==> config.mk <==
export PLATFORM = sky130hd
export DESIGN_NAME = error_latch_with_expiry
export DESIGN_NICKNAME = d
export VERILOG_FILES = /design/src/design/ele_pkg.sv /design/src/design/error_latch_with_expiry.sv
export VERILOG_INCLUDE_DIRS = /design/src /design/src/design
export SDC_FILE = /design/constraint.sdc
export NUM_CORES = 2
export LEC_CHECK = 0
export BUFFER_PORTS_ARGS = -buffer_cell sky130_fd_sc_hd__buf_4
export CAP_MARGIN = 20
export CORE_MARGIN = 10
export CORE_UTILIZATION = 41
export DETAILED_ROUTE_END_ITERATION = 8
export MAX_ROUTING_LAYER = met4
export SYNTH_ARGS = -nofsm -noshare
export SYNTH_HDL_FRONTEND = slang
export SYNTH_SLANG_ARGS = --single-unit
==> constraint.sdc <==
create_clock -name clk -period 4.7 [get_ports clk]
set_input_delay 0.705 -clock clk [delete_from_list [all_inputs] [get_ports clk]]
set_output_delay 0.705 -clock clk [all_outputs]
set_load 0.01 [all_outputs]
==> src/design/error_latch_with_expiry_assert.svh <==
// assertion macros for the error latch with expiry
`ifndef ERROR_LATCH_WITH_EXPIRY_ASSERT_SVH
`define ERROR_LATCH_WITH_EXPIRY_ASSERT_SVH

// same-cycle implication, checked at every edge out of reset
`define ELE_ASSERT_IMP(label, ante, cons) \
  label: assert property (@(posedge clk) disable iff (rst) (ante) |-> (cons)) \
    else $error("error latch assertion failed");

// next-cycle implication
`define ELE_ASSERT_NXT(label, ante, cons) \
  label: assert property (@(posedge clk) disable iff (rst) (ante) |=> (cons)) \
    else $error("error latch assertion failed");

`endif

==> src/design/ele_pkg.sv <==
`timescale 1ns / 1ps
// shared types and constants for the error latch with expiry
package ele_pkg;

  localparam int INDEX_W = 8;
  localparam int TMO_W   = 32;
  localparam int TIME_W  = 64;
  localparam int MASK_W  = 16;
  localparam int COUNT_W = 5;
  localparam int CODE_W  = 8;

  typedef enum logic {
    CMD_REPORT = 1'b0,
    CMD_TICK   = 1'b1
  } cmd_t;

  typedef logic [TIME_W-1:0]  us_t;
  typedef logic [INDEX_W-1:0] index_t;
  typedef logic [TMO_W-1:0]   tmo_t;
  typedef logic [MASK_W-1:0]  mask_t;
  typedef logic [COUNT_W-1:0] log_count_t;
  typedef logic [CODE_W-1:0]  code_t;

endpackage

==> src/design/error_latch_with_expiry.sv <==
`timescale 1ns / 1ps
// error latch with expiry: per-code deadlines, active mask and a bounded event log
//
// one input channel (item_valid / item_ready) carries a beat that is either a report
// (cmd = 0) of error_index with expiry_us, or a tick (cmd = 1); both carry now_us.
// a report of a known code sets its deadline to now + timeout (saturating) and, if the
// code was idle, activates it and appends it to the log ring, dropping the oldest entry
// when full. a tick clears every active code whose deadline is at or before now.
// one output channel (result_valid / result_ready) returns exactly one result beat per
// input beat: the active mask and flags, in order.
// result_valid rises once the beat has passed the input register, then the result
// register; throughput is one beat per cycle while the receiver does not stall, set by
// the single-pass state update between the input register and result register.
// reset clears the active set and the valid bits of both registers and empties the log;
// deadlines and log contents are left as they are and are only read once written.
// when the receiver stalls, the result holds, one more beat is taken into the input
// register, and item_ready then drops until the result is taken.
`include "error_latch_with_expiry_assert.svh"

module error_latch_with_expiry
  import ele_pkg::*;
#(
  parameter int NUM_ERRORS = 16,
  parameter int LOG_DEPTH  = 16
) (
  input  logic       clk,
  input  logic       rst,
  input  logic       item_valid,
  output logic       item_ready,
  input  logic       cmd,
  input  index_t     error_index,
  input  tmo_t       expiry_us,
  input  us_t        now_us,
  output logic       result_valid,
  input  logic       result_ready,
  output mask_t      active_mask,
  output logic       mask_changed,
  output logic       unknown_error,
  output logic       logged_new,
  output logic       log_dropped,
  output log_count_t log_count
);

  localparam int IDX_W  = (NUM_ERRORS > 1) ? $clog2(NUM_ERRORS) : 1;
  localparam int PTR_W  = (LOG_DEPTH > 1) ? $clog2(LOG_DEPTH) : 1;
  localparam int FILL_W = $clog2(LOG_DEPTH + 1);
  localparam int SUM_W  = PTR_W + 2;
  localparam int WIDE_W = (NUM_ERRORS > MASK_W) ? NUM_ERRORS : MASK_W;

  // input register
  logic   s_valid;
  logic   s_cmd;
  index_t s_index;
  tmo_t   s_tmo;
  us_t    s_now;

  // state
  logic [NUM_ERRORS-1:0] active;
  us_t                   deadline [NUM_ERRORS];
  code_t                 log_code [LOG_DEPTH];
  us_t                   log_time [LOG_DEPTH];
  logic [PTR_W-1:0]      head;
  logic [FILL_W-1:0]     fill;

  // single-pass update
  logic                  adv;
  logic                  step;
  logic                  is_report;
  logic                  known;
  logic [IDX_W-1:0]      code_idx;
  logic [TIME_W:0]       dl_sum;
  us_t                   dl;
  logic                  was_active;
  logic                  new_err;
  logic                  full;
  logic [NUM_ERRORS-1:0] expire;
  logic [NUM_ERRORS-1:0] sel_bit;
  logic [NUM_ERRORS-1:0] active_next;
  logic [SUM_W-1:0]      slot_sum;
  logic [PTR_W-1:0]      slot;
  logic [PTR_W-1:0]      head_inc;
  logic [PTR_W-1:0]      head_next;
  logic [FILL_W-1:0]     fill_next;
  logic                  changed;
  logic [WIDE_W-1:0]     wide_mask;

  assign adv        = !result_valid || result_ready;
  assign item_ready = !s_valid || adv;
  assign step       = s_valid && adv;

  always_ff @(posedge clk) begin
    if (rst) begin
      s_valid <= 1'b0;
    end else if (item_ready) begin
      s_valid <= item_valid;
    end
    if (item_valid && item_ready) begin
      s_cmd   <= cmd;
      s_index <= error_index;
      s_tmo   <= expiry_us;
      s_now   <= now_us;
    end
  end

  assign is_report  = (s_cmd == CMD_REPORT);
  assign known      = (s_index < index_t'(NUM_ERRORS));
  assign code_idx   = s_index[IDX_W-1:0];
  assign dl_sum     = (TIME_W+1)'(s_now) + (TIME_W+1)'(s_tmo);
  assign dl         = dl_sum[TIME_W] ? '1 : dl_sum[TIME_W-1:0];
  assign was_active = active[code_idx];
  assign new_err    = is_report && known && !was_active;
  assign full       = (fill >= FILL_W'(LOG_DEPTH));
  assign sel_bit    = NUM_ERRORS'(1) << code_idx;

  // parallel deadline compare, one lane per code
  always_comb begin
    for (int i = 0; i < NUM_ERRORS; i++) begin
      expire[i] = active[i] && (deadline[i] <= s_now);
    end
  end

  // next free slot; when full the new entry lands on the oldest one
  assign slot_sum = SUM_W'(head) + SUM_W'(fill);
  always_comb begin
    if (full) begin
      slot = head;
    end else if (slot_sum >= SUM_W'(LOG_DEPTH)) begin
      slot = PTR_W'(slot_sum - SUM_W'(LOG_DEPTH));
    end else begin
      slot = PTR_W'(slot_sum);
    end
  end

  assign head_inc = (head == PTR_W'(LOG_DEPTH - 1)) ? '0 : head + PTR_W'(1);

  always_comb begin
    active_next = active;
    head_next   = head;
    fill_next   = fill;
    changed     = 1'b0;
    if (!is_report) begin
      active_next = active & ~expire;
      changed     = |expire;
    end else if (new_err) begin
      active_next = active | sel_bit;
      changed     = 1'b1;
      if (full) begin
        head_next = head_inc;
      end else begin
        fill_next = fill + FILL_W'(1);
      end
    end
  end

  assign wide_mask = WIDE_W'(active_next);

  always_ff @(posedge clk) begin
    if (rst) begin
      active <= '0;
      head   <= '0;
      fill   <= '0;
    end else if (step) begin
      active <= active_next;
      head   <= head_next;
      fill   <= fill_next;
    end
  end

  always_ff @(posedge clk) begin
    if (step && is_report && known) begin
      deadline[code_idx] <= dl;
    end
  end

  always_ff @(posedge clk) begin
    if (step && new_err) begin
      log_code[slot] <= code_t'(s_index);
      log_time[slot] <= s_now;
    end
  end

  // result register
  always_ff @(posedge clk) begin
    if (rst) begin
      result_valid <= 1'b0;
    end else if (adv) begin
      result_valid <= s_valid;
    end
    if (step) begin
      active_mask   <= wide_mask[MASK_W-1:0];
      mask_changed  <= changed;
      unknown_error <= is_report && !known;
      logged_new    <= new_err;
      log_dropped   <= new_err && full;
      log_count     <= log_count_t'(fill_next);
    end
  end

  `ELE_ASSERT_IMP(a_fill_bound, 1'b1, fill <= FILL_W'(LOG_DEPTH))
  `ELE_ASSERT_IMP(a_log_implies_change, result_valid && logged_new, mask_changed)
  `ELE_ASSERT_IMP(a_drop_when_full, result_valid && log_dropped,
                  logged_new && log_count == log_count_t'(LOG_DEPTH))
  `ELE_ASSERT_IMP(a_unknown_quiet, result_valid && unknown_error,
                  !mask_changed && !logged_new && !log_dropped)
  `ELE_ASSERT_NXT(a_tick_only_clears, step && s_cmd == CMD_TICK,
                  (active & ~$past(active)) == '0)

endmodule
==> out/results.ini <==
[setup_path]
startpoint_type = flip-flop
setup.worst_path.end_class = flip-flop
ff2ff_path_depth = 11
r2r-end = deadline[4][13]
cp.required_ns = 5.08
r2r-start = s_now[9]
critPathMaxFanout = 26
rrSetupSlack_ns = 0.12
critPathKind = reg2reg
cp.arrival_ns = 4.96

[global_route]
grt_usage_pct = 23.9
grt_pass1_wl_um = 279000
grt_pass1_vias = 40200
grt_max_degree = 65
antenna_found_initial = 4
overflow = 0

[timing]
rsz0062_at_grt = yes
tightest_slew_ns = 1.21
holdWs_ns = 0.0889
fin_crit_sh_pct = 97.5
fin_ws_ns = 0.120
maxSlewHeadroom_pct = 18.8
finalSetupViolCount = 0
finalSetupTns_ns = 0
period_minus_slack_ns = 4.58
hold_viol_final = 0
fin_worst_skew_ns = 0.0446
maxSlewViolCount = 0
fmax_mhz = 218

[synthesis]
synth_edf_count = 1154
yosysSeqAreaShare_pct = 57.6
synthArstFlopShare_pct = 0
synth_cell_type_count = 80
yosysMostFrequentCell = edfxtp_1
ys_warn_count = 0
yosys-top-cells-area = edfxtp_1, ha_1, a21oi_1
synth_top_area_share_pct = 56.8
ys_ff_latch = 1177
ys.flop_type = edfxtp_1
synth_area_leader_cell = edfxtp_1
syn_avg_cell_area_um2 = 13.6
synthTopCellsByCount = edfxtp_1, ha_1, a21oi_1, nand2_1, nand4_1
synth_nets = 5667
syn-cell-area_um2 = 61000
synthCells = 4499

[clock_tree]
insertion_delay_ns = 0.80
cts_buffers = 137
clock-sinks = 1177
path_clk_slew_ns = 0.06
htreeDepth = 4
clock_path_buffers = 3
cts_tree = yes
root_buffer = clkbuf_16
post_cts_buffers = 0

[route]
viasPerCell = 5.93
antenna_left = 0
drtIter0Drc = 4107
vias = 41700
wirelength_um = 195000
drc = 0
firstDrtPassIters = 6
routedWlPerCell_um = 27.8

[floorplan]
initial_utilization_pct = 41.2
row_count = 141
ios = 136
die_width_um = 406
dieArea_um2 = 165000
die_h_um = 406
core-area_um2 = 148000

[power_and_ir_drop]
powerDensity_nw_per_um2 = 351
worst_ir_drop_vdd_mv = 0.409
power.total_mw = 24.9
p_leak_nw = 27.4

[placement]
place_area_um2 = 66300
portBuffers = 135
dp.cells = 6776
dpl_worst_slack_ns = 0.0227
place_hpwl_um = 144000
finalWeightedCongestion = 0.933

[worst_hold_path]
min_delay_path_depth = 1
hp-start = now_us[51]
hp-class = in2reg
min_to = s_now[51]

[finish]
fin_nets = 6155
areaGrowthSynthToFinish_pct = 16.0
fin_util_pct = 47.9
fin_cells = 7024
stdcell_area_um2 = 70800
layout-drive-gt1-share_pct = 12.3

[job]
drv_cap = 0

[run_status]
status = finished, final reports clean

==> per-layer routing <==
metal / part of all wire (%) / track usage (%) / up-vias / wire length [µm]
met5: 0 / - / - / 0
met4: 3.4 / 7.68 / 0 / 6660
met2: 44 / 35.7 / 1577 / 86200
li1: - / - / 19000 / -
met1: 45 / 33.3 / 20900 / 87700
met3: 7.5 / 3.93 / 263 / 14700
==> placed cells by master, fill, tap and decap left out, drive strengths merged, types with 24 or more instances in the layout <==
master / instances
a211oi: 61
nor2b: 24
nor2: 143
nor3: 59
xnor2: 36
ha: 1058
a21oi: 475
o21ai: 151
inv: 129
nand4: 260
edfxtp: 1154
nor4: 53
clkbuf: 166
clkinv: 63
buf: 370
nand2: 298
a21o: 113
nand3: 138
==> where the power goes <==
group	internal [mW]	switching [mW]
sequential	11.9	0.0587
combinational	0.757	1.62
clock	6.03	4.54
==> cell families (layout without fill, tap and decap cells) <==
logic type	count (synthesis)	in the layout	share of synthesized area, %
compound gates	974	974	9.65
mux	9	9	0.236
other cells	0	1	0
xor+xnor	50	50	0.718
buf+inv	148	742	0.987
simple gates	1082	1082	9.08
flops	1177	1177	57.6
fa+ha+maj	1059	1059	21.7
==> cell type report <==
cell class | instances | area, µm²
Antenna cell | 1 | 2.50
Clock buffer | 166 | 3610
Clock inverter | 79 | 816
Fill cell | 12900 | 77100
Inverter | 127 | 477
Multi-Input combinational cell | 3174 | 25400
Sequential cell | 1177 | 35100
Tap cell | 1930 | 2410
Timing Repair Buffer | 370 | 2900
==> how the worst max path moves through the flow <==
stage                     depth (start not counted)               to  slack, ns          from
after floorplan                                   6  deadline[10][0]      -0.03  result_ready
after global placement                           13  deadline[3][39]      -0.18      s_now[8]
after detailed placement                         12  deadline[7][35]       0.02      s_now[9]
after CTS                                        12  deadline[5][35]      0.005      s_now[9]
after global routing                             11  deadline[0][18]      -0.08      s_now[9]
final                                            11  deadline[4][13]       0.12      s_now[9]
==> registers in the layout, indices dropped and copies added (netlist names) <==
name and cells:
s_index 8, logged_new 1, log_count 5, s_cmd 1
s_valid 1, unknown_error 1, result_valid 1, s_tmo 32
deadline 1024, active 16, mask_changed 1, active_mask 16
s_now 64, fill 5, log_dropped 1
==> critical path: stages (launching register included) <==
cell and delay, ns:
edfxtp_1 0.39, ha_1 0.35, and4_1 0.27, and2_4 0.19, a211oi_2 0.27, a31oi_2 0.18, a221o_2 0.53, a2111oi_4 0.72
or3_1 0.24, or4_4 0.28, buf_12 0.24, nand2_1 0.42
==> what timing repair did <==
item / CTS / global route
resized for setup: 0 / 13
hold buffers: 0 / 0
endpoints found under the setup margin: 0 / 350
Power figures use the tool's default switching activity.
